<file path="config.mk">
export PLATFORM = sky130hd
export DESIGN_NAME = three_term_recurrence_checksum_core
export DESIGN_NICKNAME = d
export VERILOG_FILES = /design/src/rtl/ttrc_pkg.sv /design/src/rtl/ttrc_term_unit.sv /design/src/rtl/three_term_recurrence_checksum_core.sv
export SDC_FILE = /design/constraint.sdc
export NUM_CORES = 1
export LEC_CHECK = 0
export BUFFER_PORTS_ARGS = -buffer_cell sky130_fd_sc_hd__buf_2
export CORE_AREA = 2 2 196 198
export DETAILED_ROUTE_END_ITERATION = 6
export DIE_AREA = 0 0 198 200
export GPL_ROUTABILITY_DRIVEN = 0
export PLACE_DENSITY = 0.53
export SLEW_MARGIN = 0
export SYNTH_ARGS = -nofsm -noshare
export SYNTH_HDL_FRONTEND = slang
export SYNTH_SLANG_ARGS = --single-unit
</file>
<file path="constraint.sdc">
create_clock -name aclk -period 32.4 [get_ports aclk]
set_input_delay 3.24 -clock aclk [delete_from_list [all_inputs] [get_ports aclk]]
set_output_delay 3.24 -clock aclk [all_outputs]
set_load 0.02 [all_outputs]
</file>
<file path="src/rtl/ttrc_pkg.sv">
`default_nettype none

package ttrc_pkg;

    // Widths of the message byte, the recurrence terms and the byte index
    localparam int unsigned BYTE_W = 8;
    localparam int unsigned TERM_W = 16;
    localparam int unsigned IDX_W  = 8;

    // Modulus of the recurrence (2^16 - 1)
    localparam logic [TERM_W-1:0] CK_MOD = 16'hFFFF;

    // A message starts with curr = byte + FIRST_OFFSET and prev = START_PREV
    localparam logic [TERM_W-1:0] FIRST_OFFSET = 16'd7;
    localparam logic [TERM_W-1:0] START_PREV   = 16'd1;
    localparam logic [TERM_W-1:0] START_CURR   = 16'd0;

    // Index multipliers for the two coefficients (17 = 16 + 1, 31 = 32 - 1)
    localparam int unsigned ALPHA_SHIFT = 4;
    localparam int unsigned BETA_SHIFT  = 5;

    typedef logic [BYTE_W-1:0] byte_t;
    typedef logic [TERM_W-1:0] term_t;
    typedef logic [IDX_W-1:0]  idx_t;

    // Recurrence state carried from byte to byte
    typedef struct packed {
        term_t prev_term;
        term_t curr_term;
        idx_t  byte_index;
        logic  awaiting_first;
    } rec_state_t;

endpackage

`default_nettype wire

</file>
<file path="src/rtl/ttrc_term_unit.sv">
`default_nettype none

module ttrc_term_unit (
    input  wire ttrc_pkg::byte_t data_byte,
    input  wire ttrc_pkg::idx_t  byte_index,
    input  wire ttrc_pkg::term_t curr_term,
    input  wire ttrc_pkg::term_t prev_term,
    output ttrc_pkg::term_t      next_term
);

    logic [7:0]  alpha;
    logic [7:0]  beta;
    logic [8:0]  coef_pos;
    logic [24:0] pos;
    logic [23:0] neg;
    logic [25:0] diff;
    logic [24:0] mag;
    logic [16:0] fold_sum;
    logic [15:0] fold_res;

    // Form the coefficients mod 256 from shifts of the index
    assign alpha = byte_index + (byte_index << ttrc_pkg::ALPHA_SHIFT);
    assign beta  = (byte_index << ttrc_pkg::BETA_SHIFT) - byte_index;

    // Take both products and their signed difference
    assign coef_pos = {1'b0, data_byte} + {1'b0, alpha};
    assign pos      = {16'b0, coef_pos} * {9'b0, curr_term};
    assign neg      = {16'b0, beta} * {8'b0, prev_term};
    assign diff     = {1'b0, pos} - {2'b00, neg};

    // For a negative difference reduce -d-1, which is the inverted difference
    assign mag = diff[25] ? ~diff[24:0] : diff[24:0];

    // Fold mod 2^16-1: high part adds onto low part, then one correction
    assign fold_sum = {1'b0, mag[15:0]} + {8'b0, mag[24:16]};
    assign fold_res = (fold_sum >= {1'b0, ttrc_pkg::CK_MOD})
                      ? 16'(fold_sum - {1'b0, ttrc_pkg::CK_MOD})
                      : fold_sum[15:0];

    // Negate mod 2^16-1 for the negative case, keeping zero at zero
    assign next_term = (diff[25] && (fold_res != '0)) ? ~fold_res : fold_res;

endmodule

`default_nettype wire

</file>
<file path="src/rtl/three_term_recurrence_checksum_core.sv">
`default_nettype none

// Channel   Ports                               Direction  Moves
// s_        s_valid s_ready s_data_byte         in         one message byte
//           s_last_byte                                    per request
// m_        m_valid m_ready m_checksum          out        one checksum per message
//
// One byte is taken per cycle; the recurrence step (two narrow multiplies,
// a subtract and a mod 2^16-1 fold) is combinational between the input register
// and the state/result registers. A checksum is registered in the result register
// as its last byte leaves the input register. Reset (aresetn low, synchronous)
// returns the block to the start of a message with both registers empty.
// A stalled result holds the input register; bytes keep flowing otherwise.

module three_term_recurrence_checksum_core (
    input  wire                   aclk,
    input  wire                   aresetn,
    input  wire                   s_valid,
    output logic                  s_ready,
    input  wire  [7:0]            s_data_byte,
    input  wire                   s_last_byte,
    output logic                  m_valid,
    input  wire                   m_ready,
    output logic [15:0]           m_checksum
);

    logic                   in_valid_reg, in_valid_next;
    ttrc_pkg::byte_t        in_byte_reg;
    logic                   in_last_reg;
    ttrc_pkg::rec_state_t   state_reg, state_next;
    logic                   m_valid_reg, m_valid_next;
    ttrc_pkg::term_t        m_checksum_reg, m_checksum_next;
    ttrc_pkg::term_t        step_term;
    ttrc_pkg::term_t        new_curr;
    logic                   advance;
    logic                   s_take;

    // Stage moves when the result slot is free or being drained
    assign advance = !m_valid_reg || m_ready;
    assign s_ready = !in_valid_reg || advance;
    assign s_take  = s_valid && s_ready;

    ttrc_term_unit u_term (
        .data_byte  (in_byte_reg),
        .byte_index (state_reg.byte_index),
        .curr_term  (state_reg.curr_term),
        .prev_term  (state_reg.prev_term),
        .next_term  (step_term)
    );

    // Start a message from the byte itself, otherwise take the recurrence term
    assign new_curr = state_reg.awaiting_first
                      ? ttrc_pkg::FIRST_OFFSET + ttrc_pkg::term_t'(in_byte_reg)
                      : step_term;

    // Next state, result and input register occupancy
    always_comb begin
        state_next      = state_reg;
        m_valid_next    = m_valid_reg;
        m_checksum_next = m_checksum_reg;
        in_valid_next   = in_valid_reg;

        if (m_valid_reg && m_ready) begin
            m_valid_next = 1'b0;
        end

        if (in_valid_reg && advance) begin
            in_valid_next = 1'b0;
            if (in_last_reg) begin
                m_valid_next              = 1'b1;
                m_checksum_next           = new_curr;
                state_next.prev_term      = ttrc_pkg::START_PREV;
                state_next.curr_term      = ttrc_pkg::START_CURR;
                state_next.byte_index     = '0;
                state_next.awaiting_first = 1'b1;
            end else begin
                state_next.prev_term      = state_reg.awaiting_first
                                            ? ttrc_pkg::START_PREV
                                            : state_reg.curr_term;
                state_next.curr_term      = new_curr;
                state_next.byte_index     = state_reg.awaiting_first
                                            ? ttrc_pkg::idx_t'(1)
                                            : state_reg.byte_index + ttrc_pkg::idx_t'(1);
                state_next.awaiting_first = 1'b0;
            end
        end

        if (s_take) begin
            in_valid_next = 1'b1;
        end
    end

    // Control and state registers
    always_ff @(posedge aclk) begin
        if (!aresetn) begin
            in_valid_reg              <= 1'b0;
            m_valid_reg               <= 1'b0;
            state_reg.prev_term       <= ttrc_pkg::START_PREV;
            state_reg.curr_term       <= ttrc_pkg::START_CURR;
            state_reg.byte_index      <= '0;
            state_reg.awaiting_first  <= 1'b1;
        end else begin
            in_valid_reg <= in_valid_next;
            m_valid_reg  <= m_valid_next;
            state_reg    <= state_next;
        end
    end

    // Payload registers: capture the request and hold the result
    always_ff @(posedge aclk) begin
        if (s_take) begin
            in_byte_reg <= s_data_byte;
            in_last_reg <= s_last_byte;
        end
        m_checksum_reg <= m_checksum_next;
    end

    assign m_valid    = m_valid_reg;
    assign m_checksum = m_checksum_reg;

endmodule

`default_nettype wire

</file>
==> results.py, run 1 <==
metrics = {
    "timing": {
        "finalHoldViolations": 0,
        "max_freq_mhz": 69.14,
        "setup_viol": 0,
        "grt_setup_unrepaired": "no",
        "relSlewSlack": 0.04890,
        "slew_viol_final": 0,
        "period_share": 0.4464,
        "min_period_ns": 14.46,
        "tightest_slew_ns": 1.422,
        "fin_skew_ns": 0.01659,
        "finalSetupTns_ns": 0,
    },
    "layout": {
        "final_common_cell": "inv_1",
        "drive_above_1_share": 0.06962,
        "register_area_um2": 1612,
        "antenna_cells": 0,
        "multi_input_area_um2": 11830,
        "area_growth_pct": 5.820,
        "final_cell_mix": "inv_1 (301), fa_1 (228), nand2_1 (199)",
        "fill_cells": 3767,
        "largest_reg_flops": 41,
        "final_nets": 2038,
    },
    "floorplan": {
        "die-area_um2": 39600,
        "die_width_um": 198,
        "initial_core_util": 0.3984,
        "coreArea_um2": 37400,
        "die_h_um": 200,
        "pin_count": 31,
        "rows": 71,
    },
    "cts": {
        "ctsHoldBuffers": 0,
        "path_clk_slew_ns": 0.06,
        "cts_buffer_depth": 2,
        "cts_tree": "yes",
        "clock_tree.root_cell": "clkbuf_16",
        "cts_resized": 0,
        "clk_latency_ns": 0.36,
        "cts_max_level": 3,
        "numCtsBuffers": 9,
        "clkSinkCount": 68,
        "post_cts_buffers": 0,
    },
    "yosys": {
        "synth_seq_area_share": 0.1082,
        "synth_seq_cells": 68,
        "synth_top_flop_cell": "dfxtp_1",
        "synth_top_area_frac": 0.3063,
        "ys_top_cells_by_area": "fa_1 (31%), ha_1 (9.0%), inv_1 (7.6%)",
        "netlist_area_um2": 14900,
        "synth-edff-count": 25,
        "syn_inst": 1716,
        "yosysUniqueCellTypes": 104,
        "synth_nets": 2064,
        "synth.avg_cell_area_um2": 8.683,
        "yosysWarnings": 0,
        "synth_async_sr_flop_share": 0,
        "yosys.area.top_type": "fa_1",
    },
    "setup_path": {
        "critPathRequiredTime_ns": 32.46,
        "cp_common_cell": "fa_1",
        "slowest_delay_ns": 1.11,
        "crit_path_top_delay_cell": "xor2_1",
        "start_kind": "flop",
        "r2r_cells": 44,
        "critPathKind": "reg2reg",
        "critPathCaptureType": "flop",
        "crit_fanout": 25,
        "arrival_ns": 14.53,
    },
    "routing": {
        "vias": 11750,
        "drcViolationCount": 0,
        "drt-pass1-iter-count": 5,
        "dr.first_iter.drc_count": 842,
        "via_per_inst": 5.325,
        "routedWlPerCell_um": 18.51,
        "wl_mm": 40.84,
        "postRouteAntennaNets": 0,
    },
    "global_route": {
        "grt_first_pass_wirelength_mm": 66.40,
        "grt_max_degree": 37,
        "track_usage": 0.2166,
        "antenna_found_initial": 0,
        "grt_pass1_vias": 12000,
        "grt_overflow_total": 0,
    },
    "placement": {
        "hpwlAfterDp_mm": 33.47,
        "portBuffers": 30,
    },
    "run_status": {
        "status": "finished, final reports clean",
    },
    "flow_run": {
        "max_cap_viol_count": 0,
    },
    "min_path": {
        "hp-class": "reg2reg",
        "hold_path_depth": 2,
    },
}
==> cells in the mapped netlist (all sizes together), types with 9 or more instances <==
library cell and n:
edfxtp 25, o21bai 9, o21a 13, nand2 199, nand4 11, and2 150, nor2 61, xor2 15
clkbuf 58, a21oi 73, nor3 30, nand2b 20, buf 22, nand3 15, inv 301, nor4 9
a22oi 15, xnor2 78, dfxtp 43, ha 107, a211oi 13, fa 228, a31oi 13, a21o 17
o21ai 33, o31ai 29, o211ai 14
==> final timing paths <==
kind / start / end / slack, ns
max: state_reg[1] / m_checksum[0] / 17.94
min: m_valid / m_valid / 0.54
max reg2reg: state_reg[1] / m_checksum[0] / 17.94
min reg2reg: m_valid / m_valid / 0.54
==> critical path: cells and delay by family (launching register included) <==
kind / cells / cell delay [ns]
AOI/OAI and AO/OA: 19 / 4.39
muxes: 1 / 0.20
buffers and inverters: 5 / 0.29
DFF: 1 / 0.98
xor gates and xnor gates: 3 / 1.41
adders and majority gates: 10 / 4.60
and+or+nand+nor: 6 / 2.29
==> per-stage QoR <==
stage	utilization	instance area [um2]	hold WS [ns]	worst slack [ns]	cells
after floorplan	-	14900	0.4608	20.81	1716
after global placement	0.4136	15470	0.5322	18.09	2190
after detailed placement	0.4136	15470	0.5316	18.01	2190
after CTS	0.4216	15770	0.5484	17.98	2206
after global routing	0.4216	15770	0.5887	17.01	2206
final	0.4216	15770	0.5440	17.94	2206
==> final cells by class <==
cell class / count / share of cell area
clock buffer: 9 / 0.01428
clock inverter: 7 / 0.004603
inverter: 303 / 0.07214
multi-input combinational: 1265 / 0.7505
sequential: 68 / 0.1022
tap: 511 / 0.04055
timing repair buffer: 43 / 0.01571
==> cells by family after synthesis <==
kind of cell,count (synthesis),synth area share
simple gates,538,0.1858
buf+inv,383,0.1001
fa+ha+maj,335,0.3962
compound gates,290,0.1461
xor+xnor,93,0.05568
flops,68,0.1082
mux,9,0.007894
==> layer usage <==
metal,global-route usage,wire length [um]
met5,0,0
met4,0.06544,1056
met3,0.02184,1608
met2,0.3726,19960
met1,0.2894,18210
Power of run 1 is left out: the tool's default activity adds up to more than one toggle a clock period on the data nets, which glitch-free logic cannot reach.
==> run 2: changes to the inputs <==
--- a/config.mk
+++ b/config.mk
@@ -10,7 +10,7 @@
 export DETAILED_ROUTE_END_ITERATION = 6
 export DIE_AREA = 0 0 198 200
 export GPL_ROUTABILITY_DRIVEN = 0
-export PLACE_DENSITY = 0.53
+export PLACE_DENSITY = 0.55
 export SLEW_MARGIN = 0
 export SYNTH_ARGS = -nofsm -noshare
 export SYNTH_HDL_FRONTEND = slang
==> constraint.sdc (replaced) <==
create_clock -name aclk -period 11.8 [get_ports aclk]
set_input_delay 1.18 -clock aclk [delete_from_list [all_inputs] [get_ports aclk]]
set_output_delay 1.18 -clock aclk [all_outputs]
set_load 0.02 [all_outputs]
==> run 2 against run 1 <==
- setup slack worse by 17 ns
- hold slack worse by 0.0075 ns
- non-clock buffer count up 62
- register-to-register slack worse by 17 ns
- critical endpoint is now m_checksum[8]
- highest routed layer unchanged
- critical path type unchanged
- final cell count up 2.8%
- first-iteration DRC count down 10%
- sequential share of layout area down 0.34 points
- fmax up 27%
- count of clock-buffer cells in the layout unchanged
- clock skew down 0.0079 ns
==> results.py, run 2 (synthesis gave the netlist of run 1 again) <==
metrics = {
    "global_route": {
        "grt_first_pass_wirelength_mm": 65.68,
        "grt_overflow_total": 0,
        "grt_pass1_vias": 12040,
        "grt_max_degree": 33,
        "track_usage": 0.2148,
        "antenna_found_initial": 0,
    },
    "cts": {
        "cts_max_level": 3,
        "numCtsBuffers": 9,
        "clk_latency_ns": 0.36,
        "ctsHoldBuffers": 0,
        "cts_tree": "yes",
        "path_clk_slew_ns": 0.07,
        "clkSinkCount": 68,
        "cts_buffer_depth": 2,
        "clock_tree.root_cell": "clkbuf_16",
    },
    "flow_run": {
        "max_cap_viol_count": 0,
    },
    "routing": {
        "postRouteAntennaNets": 0,
        "wl_met3_mm": 1.862,
        "via_per_inst": 5.342,
        "top_layer": "met4",
        "drt-pass1-iter-count": 5,
        "drt-met1-wl_mm": 18.03,
        "wl_mm": 41.12,
        "met2_wirelength_mm": 20.39,
        "drcViolationCount": 0,
        "routedWlPerCell_um": 18.13,
        "vias": 12120,
        "dr.first_iter.drc_count": 756,
    },
    "setup_path": {
        "critPathCaptureType": "flop",
        "start_kind": "flop",
        "cp_common_cell": "fa_1",
        "crit_fanout": 21,
        "arrival_ns": 11.43,
        "critPathKind": "reg2reg",
        "slowest_delay_ns": 0.74,
        "crit_family": "adder cells",
        "critPathRequiredTime_ns": 11.87,
        "critical_path_buf_inv_count": 8,
        "crit_path_top_delay_cell": "xnor2_1",
    },
    "floorplan": {
        "die_h_um": 200,
        "pin_count": 31,
        "die-area_um2": 39600,
        "rows": 71,
        "die_width_um": 198,
        "initial_core_util": 0.3984,
        "coreArea_um2": 37400,
    },
    "layout": {
        "area_growth_pct": 9.506,
        "largest_reg_flops": 41,
        "final_common_cell": "inv_1",
        "final_cell_mix": "inv_1 (301), fa_1 (228), nand2_1 (199)",
        "drive_above_1_share": 0.1093,
        "antenna_cells": 0,
        "final_nets": 2100,
        "fill_cells": 3773,
    },
    "timing": {
        "finalHoldViolations": 0,
        "slew_viol_final": 0,
        "min_period_ns": 11.36,
        "holdWs_ns": 0.5365,
        "max_freq_mhz": 88.05,
        "relSlewSlack": 0.2328,
        "tightest_slew_ns": 1.135,
        "fin_skew_ns": 0.008667,
        "setup_viol": 0,
        "period_share": 0.9625,
    },
    "min_path": {
        "hp-class": "reg2reg",
    },
    "placement": {
        "hpwlAfterDp_mm": 33.79,
        "portBuffers": 30,
    },
    "run_status": {
        "status": "finished, final reports clean",
    },
}
==> run 2: cell count changes in the layout (fill, tap and decap cells not counted), moves of 2 or more <==
cell        delta
xnor2_1        +4
ha_2           +2
xnor2_2        -5
a21oi_2        +2
nor3_2         +3
clkinvlp_4     +2
nor3_1         -2
buf_4         +58
ha_1           -2
a21oi_1        -2
o21ai_0        -2
buf_12         +3
==> run 2: through the flow <==
step                std cells   TNS, ns  utilization  area [um2]  setup slack (ns)
floorplan                1716         0            -       14900            0.2103
global placement         2234         0       0.4225       15800            0.1077
detailed placement       2234         0       0.4225       15800           0.02762
CTS                      2250         0       0.4302       16090           0.01911
global route             2268  -0.09484       0.4363       16320          -0.03337
finish                   2268         0       0.4363       16320            0.4429
==> run 2: worst reg2reg max path, delay by kind of cell, from the launching register on <==
family	cells	cell delay (ns)
xor+xnor	4	1.67
simple gates	5	1.30
compound gates	13	2.48
fa+ha+maj	9	4.25
buf+inv	8	1.05
flops	1	0.34
==> run 2: repair_timing <==
item,CTS,global route
endpoints found under the setup margin,1,32
resized for setup,1,23
gates cloned,0,0
buffers inserted,0,18
pin swaps,0,14
==> run 2: routing by layer <==
| layer | vias up | global-route usage |
|---|---|---|
| met2 | 290 | 0.3739 |
| met1 | 6160 | 0.2865 |
| met3 | 42 | 0.02218 |
| li1 | 5624 | - |
| met4 | 0 | 0.05597 |
| met5 | - | 0 |
==> run 2: area by class of cell <==
cell class	instances	area [um2]	area share
clock buffer	9	225.2	0.01380
clock inverter	7	57.56	0.003528
inverter	303	1137	0.06971
multi-input combinational	1265	11890	0.7287
sequential	68	1613	0.09885
tap	511	639.4	0.03919
timing repair buffer	105	754.5	0.04624
==> run 2: final timing paths <==
path	endpoint	cells past startpoint	start	slack (ns)
worst min-delay path	state_reg[1]	2	state_reg[1]	0.54
worst max register to register	m_checksum[8]	39	state_reg[1]	0.44
worst min register to register	state_reg[1]	2	state_reg[1]	0.54
worst max-delay path	m_checksum[8]	39	state_reg[1]	0.44
Power of run 2 is left out for the same reason.
==> run 3: changes to the inputs <==
--- a/config.mk
+++ b/config.mk
@@ -5,12 +5,13 @@
 export SDC_FILE = /design/constraint.sdc
 export NUM_CORES = 1
 export LEC_CHECK = 0
+export ABC_AREA = 1
 export BUFFER_PORTS_ARGS = -buffer_cell sky130_fd_sc_hd__buf_2
-export CORE_AREA = 2 2 196 198
+export CORE_AREA = 2 2 189 191
 export DETAILED_ROUTE_END_ITERATION = 6
-export DIE_AREA = 0 0 198 200
+export DIE_AREA = 0 0 191 193
 export GPL_ROUTABILITY_DRIVEN = 0
-export PLACE_DENSITY = 0.55
+export PLACE_DENSITY = 0.54
 export SLEW_MARGIN = 0
 export SYNTH_ARGS = -nofsm -noshare
 export SYNTH_HDL_FRONTEND = slang
==> run 3 against run 2 <==
- critical path depth is 26 higher
- flip-flop and latch count unchanged
- register-to-register slack better by 0.22 ns
- via count decreased by 7.1%
- largest cell class unchanged
- synthesized area fell by 7.9%
- setup slack improved by 0.22 ns
- wire length is 5.6% lower
==> results.py, run 3 <==
metrics = {
    "setup_path": {
        "slowest_delay_ns": 0.55,
        "critical_path_buf_inv_count": 8,
        "critPathKind": "reg2reg",
        "arrival_ns": 11.40,
        "crit_path_top_delay_cell": "fa_1",
        "critPathCaptureType": "flop",
        "start_kind": "flop",
        "crit_fanout": 10,
        "critPathRequiredTime_ns": 12.06,
        "cp_common_cell": "nand2_1",
        "crit_family": "simple AND/OR/NAND/NOR gates",
    },
    "placement": {
        "pre_cts_ws_ns": 0.3343,
        "portBuffers": 30,
        "hpwlAfterDp_mm": 32.83,
    },
    "min_path": {
        "hp-class": "reg2reg",
    },
    "yosys": {
        "synthXorXnorAreaFrac": 0.04067,
        "synth_seq_area_share": 0.1175,
        "synthTopCellsByCount": "inv_1 (450), nand2_1 (393), fa_1 (228)",
        "synth-edff-count": 25,
        "synth_top_family_by_area": "adder cells",
        "synth_async_sr_flop_share": 0,
        "syn_inst": 1809,
        "synth_seq_cells": 68,
        "synth_top_area_frac": 0.3327,
        "ys_top_cells_by_area": "fa_1 (33%), inv_1 (12%), nand2_1 (11%)",
        "synthAdderAreaFrac": 0.4302,
        "netlist_area_um2": 13720,
        "yosys.area.top_type": "fa_1",
        "yosys.area_share.simple": 0.2292,
        "synth_top_flop_cell": "dfxtp_1",
        "synth.area.mux_share": 0,
        "synth.avg_cell_area_um2": 7.585,
        "yosysWarnings": 0,
        "synth_compound_area_frac": 0.04496,
        "yosysUniqueCellTypes": 41,
        "synth_nets": 2157,
        "yosysMostFrequentCell": "inv_1",
    },
    "timing": {
        "setup_viol": 0,
        "max_freq_mhz": 89.76,
        "slew_viol_final": 0,
        "tightest_slew_ns": 1.289,
        "min_period_ns": 11.14,
        "relSlewSlack": 0.1373,
        "timing.final.ws_setup_ns": 0.6594,
        "period_share": 0.9441,
        "finalHoldViolations": 0,
        "fin_skew_ns": 0.01036,
    },
    "cts": {
        "clkSinkCount": 68,
        "cts_buffer_depth": 2,
        "clk_latency_ns": 0.35,
        "ctsHoldBuffers": 0,
        "cts_max_level": 3,
        "path_clk_slew_ns": 0.06,
        "numCtsBuffers": 9,
        "cts_tree": "yes",
        "clock_tree.root_cell": "clkbuf_16",
    },
    "floorplan": {
        "die-area_um2": 36860,
        "die_h_um": 193,
        "initial_core_util": 0.3924,
        "coreArea_um2": 34960,
        "rows": 69,
        "die_width_um": 191,
        "pin_count": 31,
    },
    "layout": {
        "final_cell_mix": "inv_1 (449), nand2_1 (389), fa_1 (227)",
        "largest_reg_flops": 41,
        "register_area_um2": 1615,
        "fill_cells": 3622,
        "final_nets": 2191,
        "drive_above_1_share": 0.08983,
        "antenna_cells": 0,
        "multi_input_area_um2": 10440,
        "area_growth_pct": 9.593,
        "final_common_cell": "inv_1",
    },
    "routing": {
        "routedWlPerCell_um": 16.81,
        "dr.first_iter.drc_count": 632,
        "via_per_inst": 4.877,
        "vias": 11260,
        "postRouteAntennaNets": 0,
        "drt-pass1-iter-count": 5,
        "drcViolationCount": 0,
        "wl_mm": 38.81,
    },
    "global_route": {
        "track_usage": 0.2202,
        "grt_max_degree": 38,
        "antenna_found_initial": 0,
        "grt_first_pass_wirelength_mm": 61.54,
        "grt_pass1_vias": 11480,
        "grt_overflow_total": 0,
    },
    "run_status": {
        "status": "finished, final reports clean",
    },
    "flow_run": {
        "max_cap_viol_count": 0,
    },
}
-- run 3: kinds of logic after synthesis --
group / count (synthesis)
compound gates: 106
xor+xnor: 62
fa+ha+maj: 335
flops: 68
simple gates: 744
buf+inv: 494
-- run 3: final cells by class --
class / instances / share of cell area
sequential: 68 / 0.1074
clock inverter: 5 / 0.003828
inverter: 456 / 0.1142
multi-input combinational: 1250 / 0.6940
clock buffer: 11 / 0.01689
tap: 461 / 0.03836
timing repair buffer: 58 / 0.02530
-- run 3: final timing paths --
check	startpoint	endpoint	slack, ns	depth (start not counted)
min	in_valid_reg	in_valid_reg	0.51	2
min reg2reg	in_valid_reg	in_valid_reg	0.51	2
max reg2reg	in_byte_reg[2]	state_reg[22]	0.66	65
max	in_byte_reg[2]	state_reg[22]	0.66	65
-- run 3: repair_timing --
action                     CTS  global route
resized for setup            0            39
setup buffers                0             3
hold endpoints to repair     0             0
setup endpoints to repair    0            32
-- run 3: worst min-delay path, stage by stage (launching register included) --
cell	delay (ns)
dfxtp_1	0.31
nand2_1	0.09
a21oi_1	0.06
-- run 3: metrics by stage --
stage / cell area [um2] / TNS (ns) / utilization / instances / hold slack [ns]
6_report: 15040 / 0 / 0.4301 / 2309 / 0.5068
5_1_grt: 15040 / -0.6095 / 0.4301 / 2309 / 0.5433
3_3_place_gp: 14470 / 0 / 0.4137 / 2287 / 0.5006
3_5_place_dp: 14470 / 0 / 0.4137 / 2287 / 0.5054
4_1_cts: 14780 / 0 / 0.4226 / 2303 / 0.5162
2_1_floorplan: 13720 / 0 / - / 1809 / 0.4745
-- run 3: layer usage --
metal,up-vias,wire length (um),global-route usage
li1,5407,-,-
met5,-,0,0
met4,0,890,0.06231
met2,218,19500,0.3891
met1,5590,17150,0.2887
met3,46,1260,0.01919
Power of run 3 is left out for the same reason.
